$ cat src/hdl/ppfi_pkg.sv
// Shared types, constants and helper functions of the path prune first index unit.
`default_nettype none
package ppfi_pkg;

	localparam int MAX_TRAJ  = 64;
	localparam int TRAJ_AW   = $clog2(MAX_TRAJ);
	localparam int TC_W      = $clog2(MAX_TRAJ + 1);
	localparam int MAX_PATH  = 1024;
	localparam int PATH_AW   = $clog2(MAX_PATH);
	localparam int PC_W      = $clog2(MAX_PATH + 1);

	localparam int POS_W     = 32;
	localparam int HDG_W     = 20;
	localparam int DIF_W     = POS_W + 1;
	localparam int TRIG_W    = 20;
	localparam int LEN_W     = DIF_W + 1;
	localparam int LOOK_W    = LEN_W;
	localparam int ACC_W     = 46;
	localparam int PROD_W    = DIF_W + TRIG_W;
	localparam int IDX_W     = 11;
	localparam int OP_W      = 2;
	localparam int IN_TDATA_W  = 88;
	localparam int OUT_TDATA_W = 16;

	localparam logic [OP_W-1:0] OP_LOAD_TRAJ = 2'd0;
	localparam logic [OP_W-1:0] OP_LOAD_PATH = 2'd1;
	localparam logic [OP_W-1:0] OP_RUN       = 2'd2;

	localparam logic [31:0] LOOK_RESET = 32'd196608;

	localparam int CORDIC_STEPS = 16;
	localparam int STEP_W       = $clog2(CORDIC_STEPS);
	localparam logic signed [20:0] Q16_PI      = 21'sd205887;
	localparam logic signed [20:0] Q16_TWO_PI  = 21'sd411775;
	localparam logic signed [20:0] Q16_HALF_PI = 21'sd102944;
	localparam logic signed [TRIG_W-1:0] CORDIC_INV_GAIN = 20'sd39797;

	typedef struct packed {
		logic                     busy;
		logic                     done;
		logic signed [TRIG_W-1:0] sn;
		logic signed [TRIG_W-1:0] cs;
	} cordic_res_t;

	typedef struct packed {
		logic le0;
		logic ge0;
	} proj_flags_t;

	// rounded Q16 atan(2^-k)
	function automatic logic signed [TRIG_W-1:0] atan_q16(input logic [STEP_W-1:0] k);
		logic signed [TRIG_W-1:0] r;
		case (k)
			4'd0:    r = 20'sd51472;
			4'd1:    r = 20'sd30385;
			4'd2:    r = 20'sd16055;
			4'd3:    r = 20'sd8150;
			4'd4:    r = 20'sd4091;
			4'd5:    r = 20'sd2047;
			4'd6:    r = 20'sd1024;
			4'd7:    r = 20'sd512;
			4'd8:    r = 20'sd256;
			4'd9:    r = 20'sd128;
			4'd10:   r = 20'sd64;
			4'd11:   r = 20'sd32;
			4'd12:   r = 20'sd16;
			4'd13:   r = 20'sd8;
			4'd14:   r = 20'sd4;
			4'd15:   r = 20'sd2;
			default: r = 20'sd0;
		endcase
		return r;
	endfunction

	function automatic logic [DIF_W-1:0] mag(input logic signed [DIF_W-1:0] v);
		return v[DIF_W-1] ? DIF_W'(-v) : DIF_W'(v);
	endfunction

endpackage
`default_nettype wire

$ cat src/hdl/ppfi_proj.sv
// Projection sign unit: registered products of an offset with cos/sin, then sign of the sum.
`default_nettype none
module ppfi_proj (
	input  wire                                      clk,
	input  wire logic signed [ppfi_pkg::DIF_W-1:0]   dx,
	input  wire logic signed [ppfi_pkg::DIF_W-1:0]   dy,
	input  wire logic signed [ppfi_pkg::TRIG_W-1:0]  cs,
	input  wire logic signed [ppfi_pkg::TRIG_W-1:0]  sn,
	output ppfi_pkg::proj_flags_t                    flags
);
	logic signed [ppfi_pkg::PROD_W-1:0] p1_s1, p2_s1;
	logic signed [ppfi_pkg::PROD_W:0]   sum;

	always_ff @(posedge clk) begin
		p1_s1 <= dx * cs;
		p2_s1 <= dy * sn;
	end

	assign sum       = (ppfi_pkg::PROD_W+1)'(p1_s1) + (ppfi_pkg::PROD_W+1)'(p2_s1);
	assign flags.le0 = sum[ppfi_pkg::PROD_W] || (sum == '0);
	assign flags.ge0 = !sum[ppfi_pkg::PROD_W];
endmodule
`default_nettype wire

$ cat config.mk
export PLATFORM = sky130hd
export DESIGN_NAME = ppfi_proj
export DESIGN_NICKNAME = d
export VERILOG_FILES = /design/src/hdl/ppfi_pkg.sv /design/src/hdl/ppfi_proj.sv
export SDC_FILE = /design/constraint.sdc
export NUM_CORES = 2
export LEC_CHECK = 0
export BUFFER_PORTS_ARGS = -buffer_cell sky130_fd_sc_hd__buf_2
export CORE_MARGIN = 10
export CORE_UTILIZATION = 65
export CTS_CLUSTER_DIAMETER = 120
export DETAILED_ROUTE_END_ITERATION = 12
export GPL_ROUTABILITY_DRIVEN = 0
export PLACE_DENSITY = 0.81
export REMOVE_ABC_BUFFERS = 1
export SYNTH_ARGS = -nofsm -noshare
export SYNTH_HDL_FRONTEND = slang
export SYNTH_SLANG_ARGS = --single-unit
$ cat constraint.sdc
create_clock -name clk -period 10.5 [get_ports clk]
set_input_delay 1.05 -clock clk [delete_from_list [all_inputs] [get_ports clk]]
set_output_delay 1.05 -clock clk [all_outputs]
set_load 0.1 [all_outputs]
=== Word level (Yosys, flattened, before mapping) ===
Index checks and enable logic that the tools add are counted.

* Bits in registers: 106
* Input bits: 107
* Output and inout bits: 2
* Logic and storage cells: 8

* Add/sub/neg operators: 1
* Multipliers: 2
* Reductions and logical operators: 3

{| class="wikitable"
|+ Operator list
! kind !! number
|-
| $mul A33 B20 Y53 || 2
|-
| $add A53 B53 Y54 || 1
|-
| $logic_not A54 Y1 || 1
|-
| $logic_not A1 Y1 || 1
|-
| $logic_or A1 B1 Y1 || 1
|}

=== Depth between registers and ports, before layout ===
* Depth after elaboration: 3
* Gate-level depth with buffers: 28
* Gate-level depth less buffers: 27

=== Worst setup path before layout ===
No wires, ideal clock.

* Kind: input-to-reg
* Start: input cs[11] (netlist bit)
* End: register p1_s1[49] (netlist bit)
* Setup time: 0.120 ns
* Arrival: 7.470 ns
* Data required time: 10.380 ns
* Path slack: 2.910 ns
* Stages: 26
* Path buffers: 1
* Path through: clkbuf_1 -> nand2_1 -> fa_1 -> inv_1 -> fa_1 -> inv_1 -> fa_1 -> inv_1 -> fa_1 -> fa_1 -> fa_1 -> inv_1 -> fa_1 -> inv_1 -> ha_1 -> nand3_1 -> nor3_1 -> o211ai_1 -> a2111oi_0 -> o31ai_1 -> and4b_1 -> o31ai_1 -> nand4_1 -> o2111ai_1 -> a21oi_1 -> xnor2_1

* Word-level cells in the longest chain between the ends: 1

{| class="wikitable"
|+ RTL lines
! element !! RTL line !! text
|-
| start, declared || ppfi_proj.sv:7 || <nowiki>input wire logic signed [ppfi_pkg::TRIG_W-1:0] cs,</nowiki>
|-
| $mul A33 B20 Y53 || ppfi_proj.sv:15 || <nowiki>p1_s1 <= dx * cs;</nowiki>
|-
| end signal, assigned || ppfi_proj.sv:15 ||
|-
| end, declared || ppfi_proj.sv:11 || <nowiki>logic signed [ppfi_pkg::PROD_W-1:0] p1_s1, p2_s1;</nowiki>
|}

No other way between the ends.

=== Final worst setup path ===
* Start: input cs[4] (netlist bit)
* End: register p1_s1[52] (netlist bit)

Same word-level chain as after synthesis.

==> metrics list <==
* Run status: completed
* Critical path launch point type: input port
* Detail Route Antenna Nets: 0
* Primary flip-flop cell chosen by synthesis mapping: sky130_fd_sc_hd__dfxtp_1
- Of all nets on the critical path, the largest fanout is 33.
* Max Clock Freq: 0.1175 GHz
* Avg Inst Size Synth: approximately 9 um2
- Of the synthesized area, sequential elements account for 0.04101.
* Post-Route WL: 122500 um
- At the worst endpoint, the arrival time is 8760 ps.
- In this run the tool buffered the top-level ports with 108 buffer cells.
- Clk sink count: ~110
- Post-detailed-route via-to-cell ratio: around 5.7
- The initial utilization of the core area, before any placement, comes to 0.6550.
* Cell type with the highest occurrence count on the critical path: sky130_fd_sc_hd__fa_1
- Ys async rst share: 0
* Hold slack final: 1206 ps
* Share of final-layout standard cells stronger than drive strength 1: 0.02769
* Setup repair after global routing missed its margin: false
* Register bit total from synthesis: 106
* Vias in the first global route: ~43000
- DRC violation count after routing: 0
- Count of hold-fix buffers inserted at cts: 0
- Measured on the finished design, the core utilization comes to 0.6694.
* Final period util: 0.8106
- STA classifies the critical path endpoint as a flip-flop.
* Syn-to-layout area delta: 2.198%
- Std-Cell Core Area: about 0.079 mm2
* Clock Tree Buf Depth: 2
- At the end of the flow, the number of nets in the layout was 7363.
* Number of cell rows: slightly above 100
* Worst path slowest cell: sky130_fd_sc_hd__o41ai_1
- Via count of the routed design: 38241
- Dpl hpwl: approximately 100000 um
- The final count of hold timing violations came to 0.
* Number of distinct standard cells referenced by the synthesized netlist: 75
- Headroom to the max-slew limit came out at 0.3218.
* Seq. cell area: about 0.0021 mm2
* Number of max-cap violations: 0
- Series of cell instances along the critical path: buf_2 -> and2_1 -> fa_1 -> fa_1 -> inv_1 -> fa_1 -> inv_1 -> fa_1 -> fa_1 -> fa_1 -> inv_1 -> fa_1 -> inv_1 -> ha_1 -> nand3_1 -> nor3_1 -> a31o_2 -> o21ai_0 -> o41ai_1 -> a21o_1 -> a31oi_1 -> o41ai_1 -> a21oi_1 -> xnor2_1
* Clock transition at path regs: 80 ps
- Avg WL per Cell: between 15 and 20 um
- The filler cells instantiated in the layout total 6184.
- Netlist area before placement: between 0.05 and 0.06 mm2
- Post-cts gate resize count: 0
- Global-route wire length before repair: a little over 200000 um
- CP Data Required Time: approximately 11000 ps
- For the pin with the worst max-slew slack, the measured transition is 1007 ps.
- Setup violations remaining at the end of the flow were counted as 0.
* Instance count of the mapped netlist: a little under 6000
- Post-Route Setup TNS: 0 ps
- The floorplan step set the die width to 302.2 um.
- Final worst path period need: 8511 ps
- Total CTS buffers: 9
- Largest stage delay on the critical path: 990 ps
- Number of standard cells in the final layout excluding fillers: 6687
* Cell count after placement: about 6700
* Boundary pin count: between 100 and 150
* Commonest non-fill, non-tap cell in the layout: sky130_fd_sc_hd__inv_1
- The synthesized design contains 0 enable-type register cells.
* Detailed-routing iteration count for the pre-antenna-repair pass: 7
* All-Layer GR Usage: 0.2819
- Deepest level of the CTS H-tree: 3
- Yosys warnings: 0
* Multi-input gate area in the final layout: approximately 0.043 mm2
* Starting DRC count in detailed routing: ~2500
- Cell chosen for the clock root: sky130_fd_sc_hd__clkbuf_16
* Die H: slightly above 300 um
* Number of max-slew violations in the final report: 0
- In the layout the commonest cells are sky130_fd_sc_hd__inv_1 (1472), sky130_fd_sc_hd__fa_1 (1309), sky130_fd_sc_hd__and2_1 (683), sky130_fd_sc_hd__nand2_1 (683), sky130_fd_sc_hd__ha_1 (319).
* Full die area: just over 0.09 mm2
* Post-CTS setup buffer count: 0
* Initial antenna violation count: 3
- The critical path in this run is classified as in -> reg.
* Maximum number of pins on one net before global-route repair: 34
- After global routing the overflow that remains totals 0.
- Hold Path Class: in -> reg
- CTS tree: built
-- routing by layer --
layer,track usage,share of wire,up-vias
li1,-,-,16529
met3,0.04375,0.069,489
met1,0.3369,0.36,19584
met4,0.1311,0.053,0
met2,0.4964,0.52,1639
met5,0.001586,0,-
-- path summary, 6_finish.rpt --
kind	startpoint	to	slack (ps)	cells past startpoint
worst max-delay path	cs[4]	p1_s1[52]	1990	24
worst min-delay path	dx[0]	p1_s1[0]	1210	2
-- per-stage QoR --
step / setup WS [ps] / cell area, um2
6_report: 1989 / 52890
5_1_grt: 1577 / 52880
4_1_cts: 2107 / 52880
3_5_place_dp: 1705 / 52570
3_3_place_gp: 1855 / 52570
2_1_floorplan: 3125 / 50700
-- synthesized netlist by cell type, types with 23 or more instances --
cell type	number	area, um2
sky130_fd_sc_hd__a21o_1	72	540.5
sky130_fd_sc_hd__nand2b_1	24	150.1
sky130_fd_sc_hd__o21ai_0	73	365.4
sky130_fd_sc_hd__nor3_1	23	115.1
sky130_fd_sc_hd__ha_1	319	3991
sky130_fd_sc_hd__fa_1	1309	26210
sky130_fd_sc_hd__nand2_1	683	2564
sky130_fd_sc_hd__xnor2_1	99	867.1
sky130_fd_sc_hd__nand3_1	31	155.2
sky130_fd_sc_hd__xor2_1	45	394.1
sky130_fd_sc_hd__a21oi_1	150	750.7
sky130_fd_sc_hd__inv_1	1472	5525
sky130_fd_sc_hd__and2_1	683	4273
sky130_fd_sc_hd__o21bai_1	23	172.7
sky130_fd_sc_hd__clkbuf_1	267	1002
sky130_fd_sc_hd__dfxtp_1	106	2122
sky130_fd_sc_hd__nor2_1	139	521.8
-- worst max-delay path: cells and delay by family --
family,cells,cell delay (ps)
xor+xnor,1,130
compound gates,7,2500
simple gates,3,580
fa+ha+maj,8,3750
buf+inv,5,720
-- logic make-up (layout without fill, tap and decap cells) --
kind of cell	count (synthesis)	count (layout)	synth area share
other cells	0	4	0
fa+ha+maj	1628	1628	0.5835
buf+inv	1749	1600	0.1271
flops	106	106	0.04101
mux	9	9	0.001813
simple gates	1668	1668	0.1620
xor+xnor	144	144	0.02437
compound gates	478	478	0.06021
-- registers in the layout (all words and copies together), names as in the netlist --
name and cells:
p1_s1 53, p2_s1 53
-- area by class of cell --
type                            instances  area share
Sequential cell                       106     0.04013
Multi-Input combinational cell       3927      0.8140
Clock inverter                          7    0.001443
Clock buffer                            9    0.004259
Tap cell                             1050     0.02484
Timing Repair Buffer                  110     0.01050
Antenna cell                            4   0.0001893
Inverter                             1474      0.1046
Power is not shown: default switching activity piles up to over one toggle a cycle in this logic, so the estimate is an artifact.
