**config.mk**
```make
export PLATFORM = sky130hd
export DESIGN_NAME = ppfi_cordic
export DESIGN_NICKNAME = d
export VERILOG_FILES = /design/src/hdl/ppfi_pkg.sv /design/src/hdl/ppfi_cordic.sv
export SDC_FILE = /design/constraint.sdc
export NUM_CORES = 1
export LEC_CHECK = 0
export BUFFER_PORTS_ARGS = -buffer_cell sky130_fd_sc_hd__buf_2
export CORE_MARGIN = 2
export CORE_UTILIZATION = 51
export CTS_BUF_LIST = sky130_fd_sc_hd__clkbuf_8
export DETAILED_ROUTE_END_ITERATION = 7
export PLACE_DENSITY = 0.69
export SETUP_SLACK_MARGIN = 0.2
export SYNTH_ARGS = -nofsm -noshare
export SYNTH_HDL_FRONTEND = slang
export SYNTH_SLANG_ARGS = --single-unit
```
**constraint.sdc**
```tcl
create_clock -name clk -period 12.3 [get_ports clk]
set_input_delay 1.845 -clock clk [delete_from_list [all_inputs] [get_ports clk]]
set_output_delay 1.845 -clock clk [all_outputs]
set_load 0.03 [all_outputs]
```
**src/hdl/ppfi_pkg.sv**
```systemverilog
// Shared types, constants and helper functions of the path prune first index unit.
`default_nettype none
package ppfi_pkg;

	localparam int MAX_TRAJ  = 64;
	localparam int TRAJ_AW   = $clog2(MAX_TRAJ);
	localparam int TC_W      = $clog2(MAX_TRAJ + 1);
	localparam int MAX_PATH  = 1024;
	localparam int PATH_AW   = $clog2(MAX_PATH);
	localparam int PC_W      = $clog2(MAX_PATH + 1);

	localparam int POS_W     = 32;
	localparam int HDG_W     = 20;
	localparam int DIF_W     = POS_W + 1;
	localparam int TRIG_W    = 20;
	localparam int LEN_W     = DIF_W + 1;
	localparam int LOOK_W    = LEN_W;
	localparam int ACC_W     = 46;
	localparam int PROD_W    = DIF_W + TRIG_W;
	localparam int IDX_W     = 11;
	localparam int OP_W      = 2;
	localparam int IN_TDATA_W  = 88;
	localparam int OUT_TDATA_W = 16;

	localparam logic [OP_W-1:0] OP_LOAD_TRAJ = 2'd0;
	localparam logic [OP_W-1:0] OP_LOAD_PATH = 2'd1;
	localparam logic [OP_W-1:0] OP_RUN       = 2'd2;

	localparam logic [31:0] LOOK_RESET = 32'd196608;

	localparam int CORDIC_STEPS = 16;
	localparam int STEP_W       = $clog2(CORDIC_STEPS);
	localparam logic signed [20:0] Q16_PI      = 21'sd205887;
	localparam logic signed [20:0] Q16_TWO_PI  = 21'sd411775;
	localparam logic signed [20:0] Q16_HALF_PI = 21'sd102944;
	localparam logic signed [TRIG_W-1:0] CORDIC_INV_GAIN = 20'sd39797;

	typedef struct packed {
		logic                     busy;
		logic                     done;
		logic signed [TRIG_W-1:0] sn;
		logic signed [TRIG_W-1:0] cs;
	} cordic_res_t;

	typedef struct packed {
		logic le0;
		logic ge0;
	} proj_flags_t;

	// rounded Q16 atan(2^-k)
	function automatic logic signed [TRIG_W-1:0] atan_q16(input logic [STEP_W-1:0] k);
		logic signed [TRIG_W-1:0] r;
		case (k)
			4'd0:    r = 20'sd51472;
			4'd1:    r = 20'sd30385;
			4'd2:    r = 20'sd16055;
			4'd3:    r = 20'sd8150;
			4'd4:    r = 20'sd4091;
			4'd5:    r = 20'sd2047;
			4'd6:    r = 20'sd1024;
			4'd7:    r = 20'sd512;
			4'd8:    r = 20'sd256;
			4'd9:    r = 20'sd128;
			4'd10:   r = 20'sd64;
			4'd11:   r = 20'sd32;
			4'd12:   r = 20'sd16;
			4'd13:   r = 20'sd8;
			4'd14:   r = 20'sd4;
			4'd15:   r = 20'sd2;
			default: r = 20'sd0;
		endcase
		return r;
	endfunction

	function automatic logic [DIF_W-1:0] mag(input logic signed [DIF_W-1:0] v);
		return v[DIF_W-1] ? DIF_W'(-v) : DIF_W'(v);
	endfunction

endpackage
`default_nettype wire

```
**src/hdl/ppfi_cordic.sv**
```systemverilog
// Iterative rotation-mode CORDIC: sin and cos of a Q3.16 heading, one step per cycle.
`default_nettype none
module ppfi_cordic (
	input  wire                                      clk,
	input  wire                                      arst_n,
	input  wire                                      go,
	input  wire logic signed [ppfi_pkg::HDG_W-1:0]   angle,
	input  wire                                      reverse,
	output ppfi_pkg::cordic_res_t                    res
);
	logic                                  busy_q, done_q, neg_q;
	logic [ppfi_pkg::STEP_W-1:0]           k_q;
	logic signed [ppfi_pkg::TRIG_W-1:0]    x_q, y_q, z_q;
	logic signed [20:0]                    zw, zf;
	logic                                  fold;
	logic signed [ppfi_pkg::TRIG_W-1:0]    xs, ys, at;

	always_comb begin
		zw = 21'(angle);
		if (zw > ppfi_pkg::Q16_PI) begin
			zw = zw - ppfi_pkg::Q16_TWO_PI;
		end else if (zw < -ppfi_pkg::Q16_PI) begin
			zw = zw + ppfi_pkg::Q16_TWO_PI;
		end
		fold = 1'b0;
		zf = zw;
		if (zw > ppfi_pkg::Q16_HALF_PI) begin
			zf = zw - ppfi_pkg::Q16_PI;
			fold = 1'b1;
		end else if (zw < -ppfi_pkg::Q16_HALF_PI) begin
			zf = zw + ppfi_pkg::Q16_PI;
			fold = 1'b1;
		end
		xs = x_q >>> k_q;
		ys = y_q >>> k_q;
		at = ppfi_pkg::atan_q16(k_q);
	end

	always_ff @(posedge clk or negedge arst_n) begin
		if (!arst_n) begin
			busy_q <= 1'b0;
			done_q <= 1'b0;
		end else begin
			done_q <= 1'b0;
			if (go && !busy_q) begin
				busy_q <= 1'b1;
			end else if (busy_q && k_q == ppfi_pkg::STEP_W'(ppfi_pkg::CORDIC_STEPS - 1)) begin
				busy_q <= 1'b0;
				done_q <= 1'b1;
			end
		end
	end

	always_ff @(posedge clk) begin
		if (go && !busy_q) begin
			x_q   <= ppfi_pkg::CORDIC_INV_GAIN;
			y_q   <= '0;
			z_q   <= zf[ppfi_pkg::TRIG_W-1:0];
			k_q   <= '0;
			neg_q <= fold ^ reverse;
		end else if (busy_q) begin
			if (z_q >= 0) begin
				x_q <= x_q - ys;
				y_q <= y_q + xs;
				z_q <= z_q - at;
			end else begin
				x_q <= x_q + ys;
				y_q <= y_q - xs;
				z_q <= z_q + at;
			end
			k_q <= k_q + 1'b1;
		end
	end

	assign res.busy = busy_q;
	assign res.done = done_q;
	assign res.cs   = neg_q ? -x_q : x_q;
	assign res.sn   = neg_q ? -y_q : y_q;
endmodule
`default_nettype wire

```
Word-level counts from Yosys, hierarchy flattened

Memories as Yosys holds them, arrays and structs flattened. A register that Yosys moved wholly into a read port is not among the register bits.
Cells that the tools add are included.
W data, S select, Z words.

Bitwise logic cells: 1
Shifts and indexed selects: 2
Divide/modulo/power cells: 0
Mux-type cells: 19
Equality and inequality tests: 1
$mul: 0
$lt $le $gt $ge: 5
Add/sub/neg operators: 13
Reductions and logical operators: 5

Operator list:

| operator                 | count |
|---|---|
| $mux W20                 | 9 |
| $add A20 B20 Y20         | 3 |
| $sub A20 B20 Y20         | 3 |
| $mux W21                 | 2 |
| $neg A20 Y20             | 2 |
| $sshr A20 B4 Y20         | 2 |
| $add A20 B20 Y21 const B | 1 |
| $gt A21 B18 Y1 const B   | 1 |
| $lt A21 B18 Y1 const B   | 1 |
| $sub A20 B20 Y21 const B | 1 |
| $add A20 B19 Y20 const B | 1 |
| $ge A20 B1 Y1 const B    | 1 |
| $gt A20 B19 Y1 const B   | 1 |
| $lt A20 B19 Y1 const B   | 1 |
| $sub A20 B19 Y20 const B | 1 |
| $mux W4                  | 2 |
| $mux W1                  | 6 |
| $add A4 B1 Y4 const B    | 1 |
| $eq A4 B4 Y1 const B     | 1 |
| $reduce_bool A2 Y1       | 2 |
| $logic_and A1 B1 Y1      | 2 |
| $logic_not A1 Y1         | 1 |
| $xor A1 B1 Y1            | 1 |

Bits in writable memories: 0
Output and inout bits: 42
Logic and storage cells: 54
Memories kept: 1
Flip-flop bits (word level): 67
ROM bits: 256
Latch bits: 0

Memories:

| name            | depth | bits a word | rd ports | clocked after memory_dff | wr ports | line           | source |
|---|---|---|---|---|---|---|---|
| (no name shown) | 16    | 16          | 1        | 1                        | 0        | ppfi_pkg.sv:53 | `case (k)` |

Depth between registers and ports, before layout

Depth after elaboration: 7
Mapped depth: 24
Gate-level depth less buffers: 22

Worst setup path before layout

Ideal clock, no wire load.

Kind: input to register
Start point: in angle[0] in the netlist's numbering
End point: reg z_q[13] in the netlist's numbering (data pin)
Path buffers: 3
Setup slack: 6,498 ps
Cell stages on the path: 20
Arrival: 5,532 ps
Library setup time: 270 ps
Cell sequence: clkbuf_1 -> inv_1 -> ha_1 -> or4b_1 -> o2111a_1 -> nor2_1 -> buf_2 -> nor2_1 -> xnor2_1 -> inv_1 -> ha_1 -> inv_1 -> o311a_1 -> o21a_1 -> o221a_2 -> nor2_2 -> buf_4 -> o221ai_1 -> a211oi_1 -> a21oi_1

Longest elaborated chain between the ends: 7
Elaborated cells between the ends (all ways): 13

Ends and longest elaborated chain:

| what                                               | line                                 | source |
|---|---|---|
| start, declared                                    | ppfi_cordic.sv:7                     | `input wire logic signed [ppfi_pkg::HDG_W-1:0] angle,` |
| $add A20 B20 Y21 or $lt A20 B19 Y1 (tied branches) | ppfi_cordic.sv:23, ppfi_cordic.sv:22 |  |
| $mux W21                                           | ppfi_cordic.sv:22                    | `end else if (zw < -ppfi_pkg::Q16_PI) begin` |
| $mux W21 (*)                                       | ppfi_cordic.sv:20                    | `if (zw > ppfi_pkg::Q16_PI) begin` |
| $add A20 B19 Y20 or $lt A21 B18 Y1 (tied branches) | ppfi_cordic.sv:31, ppfi_cordic.sv:30 |  |
| $mux W20                                           | ppfi_cordic.sv:30                    | `end else if (zw < -ppfi_pkg::Q16_HALF_PI) begin` |
| $mux W20 (*)                                       | ppfi_cordic.sv:27                    | `if (zw > ppfi_pkg::Q16_HALF_PI) begin` |
| $mux W20 (*)                                       | ppfi_cordic.sv:55                    | `if (go && !busy_q) begin` |
| end signal, assigned                               | ppfi_cordic.sv:58                    | `z_q <= zf[ppfi_pkg::TRIG_W-1:0];` |
| end signal, assigned                               | ppfi_cordic.sv:65                    | `z_q <= z_q - at;` |
| end signal, assigned                               | ppfi_cordic.sv:69                    | `z_q <= z_q + at;` |
| end, declared                                      | ppfi_cordic.sv:13                    | `logic signed [ppfi_pkg::TRIG_W-1:0] x_q, y_q, z_q;` |

Mark *: on every way between the ends. The rest lies on a longest branch, timed or not.
A chain may end at the register's enable or synchronous reset.

Final worst setup path

Same ends and word-level chain as after synthesis.

==> results.md <==
* Met1 WL at 12.8 mm
* Num rows at 53
* Setup Buffers After CTS at 0
* Crit path kind: input port to flop
* Number of synthesized register bits at 83
* Post-Syn Instances at 1402
* Mapped Area at 11100 um^2
* Worst r2r src: k_q[0]$_SDFFE_PP0P_
* Die Y at around 150 um
* Crit. End Element: flop
* First-pass GRT wire length at 49.3 mm
* Area of the multi-input gates at 8610 um^2
* Post-synthesis async set-or-reset flop share at 2.41%
* Final setup TNS at 0 ns
* Routed WL at 30.3 mm
* Post-Place Cells at 1667
* Die footprint at 23000 um^2
* Crit-path cells: buf_2, inv_1, ha_1, or4b_1, o2111a_1, nor2_1, nor2_1, xnor2_1, inv_1, ha_1, inv_1, o311a_1, o21a_1, o221a_2, nor2_2, o221ai_1, a211oi_1, a21oi_1
* Initial antenna violation count at 0
* Clk_lat worst skew at 0.39 ns
* CTS tree: yes
* Syn avg cell area at just under 8 um^2
* Maximum fanout along the worst path at 16
* Post-synthesis sequential area ratio at 17.0%
* Slew margin rel. at 27.7%
* Layout cells sized above 1 at a little over an eighth
* WP data arrival at approximately 6.5 ns
* Initial Utilization at 52.3%
* Post-synth EDFFs at 21
* Register area at 1880 um^2
* Final hold vios at 0
* Ys flop type: dfxtp_1
* Gr usage total at about a quarter
* Worst path required time at 12.44 ns
* # IOs at 66
* Vias in the first global route at 9773
* Type of the worst min-delay path: flop to flop
* 1st-iter DRT viols at 647
* Clk buf depth at 2
* Post-CTS resize count at 0
* Hold Startpoint: x_q[17]$_SDFFE_PP0P_
* Largest net degree at the start of global routing at between 40 and 50
* Total grt overflow at 0
* Worst-path clk slew at 0.10 ns
* Worst path max stage delay at 0.68 ns
* Fin crit share at between 50% and 60%
* CP max-delay cell: nor2_1
* Port bufs at 65
* Post-DR wirelength/cell at 18.0 um
* Clock skew at 0.0148 ns
* Core box area at between 20000 and 25000 um^2
* Max-slew violations at 0
* Synth-to-layout area growth at 5.34%
* Hold_buf cts at 0
* Routed via count at roughly 10000
* DP Wirelength at 22.7 mm
* Reg-to-Reg End: y_q[18]$_SDFFE_PP0P_
* RSZ-0062 raised after global routing: false
* Worst slew pin tran at ~1.1 ns
* DRC at 0
* Critical path startpoint category: input port
* Maxcap violations at 0
* Hold endpoint: x_q[17]$_SDFFE_PP0P_
* Clk sink count at 83
* Status: finished, final reports clean
* Met3 routed WL at 1.38 mm
* Reg-to-reg slack, setup at 6.63 ns
* Post-Layout Cell Count at about 1700
* Worst hold path stage count at 2
* Die X at 152 um
* ANT cells at 0
* Number of CTS-inserted buffers at 9
* Met2 Routed Length at 15.2 mm
* Top Metal Used: met4
* Final net count at 1506
* Initial DRT Pass Iterations at 5
* Reg2Reg Depth at 21
* Filler cell count at 2055
* Clock tree root driver cell: clkbuf_8
* Drt via density at 6.20
* Clock period minus worst slack at 6.31 ns
* Yosys cell types at 95
* Syn. warnings at 0
* Most frequent CP cell: inv_1
* Final Setup Violations at 0
* Mapped Nets at 1505
* Commonest non-fill, non-tap cell in the layout: nand2_1
* DRT antenna net count at 0
* Gpl congestion at 0.966
* H-tree depth at 3
* Max frequency at 159 MHz
* Commonest cells after routing, fill and taps aside: 173 x nand2_1, 104 x xnor2_1, 101 x o21ai_0
[logic make-up (layout without fill, tap and decap cells)]
logic type	count (synthesis)	in the layout	synth area share, %
compound gates	404	404	24.4
fa+ha+maj	79	79	9.11
xor+xnor	172	172	13.6
simple gates	442	442	18.9
flops	83	83	17.0
buf+inv	147	153	5.52
mux	75	75	11.5
[how the worst max path moves through the flow]
stage	from	end	slack (ns)	cells after the start
CTS	angle[0]	z_q[13]$_DFFE_PP_	6.00	18
detailed placement	angle[0]	z_q[13]$_DFFE_PP_	5.63	18
global route	angle[0]	z_q[0]$_DFFE_PP_	5.66	18
floorplan	angle[0]	z_q[13]$_DFFE_PP_	6.50	20
finish	angle[0]	z_q[13]$_DFFE_PP_	5.99	18
global placement	angle[0]	z_q[13]$_DFFE_PP_	5.72	18
[critical path: cells and delay by family]
| kind | cells | cell delay (ns) |
|---|---|---|
| AND/OR/NAND/NOR | 4 | 1.91 |
| AO/OA/AOI/OAI | 7 | 1.65 |
| buffers and inverters | 4 | 0.43 |
| adder cells (fa/ha/maj) | 2 | 0.38 |
| XOR/XNOR | 1 | 0.24 |
[routing by layer]
layer / vias up / track usage (%)
met5: - / 0
met4: 0 / 10.0
met3: 67 / 3.29
met2: 289 / 47.9
met1: 4958 / 32.8
li1: 5128 / -
[per-stage QoR]
stage               hold WS [ns]  setup WS (ns)  util [%]  cell area [um^2]
finish                     0.589           5.99      55.1             11700
detailed placement         0.566           5.63      54.1             11500
floorplan                  0.507           6.50         -             11100
global placement           0.559           5.72      54.1             11500
global route               0.627           5.66      55.1             11700
CTS                        0.579           6.00      55.1             11700
[flip-flops by register name, summed over array words and instances (netlist names)]
register and count:
done_q 1, x_q 20, k_q 4, z_q 20
busy_q 1, at 16, y_q 20, neg_q 1
[cell type report]
| type | count | share of cell area, % |
|---|---|---|
| Clock buffer | 9 | 1.06 |
| Sequential cell | 83 | 16.1 |
| Timing Repair Buffer | 76 | 3.49 |
| Multi-Input combinational cell | 1172 | 73.6 |
| Tap cell | 275 | 2.94 |
| Inverter | 61 | 1.96 |
| Clock inverter | 7 | 0.845 |
[cell usage after synthesis, drive strengths merged, types with 7 or more instances]
library cell / instances / area [um^2]
and2: 9 / 58.8
nor4: 9 / 56.3
clkbuf: 60 / 225
nand2: 173 / 649
o41ai: 8 / 77.6
inv: 59 / 221
dfxtp: 60 / 1200
o32ai: 7 / 76.3
o21ai: 122 / 622
xnor2: 104 / 911
a211o: 8 / 70.1
o21a: 15 / 113
ha: 76 / 951
nand2b: 19 / 119
nand3: 34 / 175
or3: 21 / 131
a211oi: 12 / 100
nor2: 87 / 332
or4: 8 / 63.8
buf: 26 / 159
and3: 16 / 100
edfxtp: 21 / 631
o21bai: 7 / 52.6
a21o: 17 / 128
mux2: 10 / 113
mux2i: 24 / 240
xor2: 68 / 603
nand4: 8 / 50.1
nor2b: 8 / 50.1
nor3: 35 / 191
or2: 8 / 50.1
a31oi: 10 / 68.8
o31ai: 30 / 225
mux4: 41 / 923
o22ai: 20 / 131
a21oi: 88 / 452
Power is not shown: default switching activity piles up to over one toggle a cycle in this logic, so the estimate is an artifact.
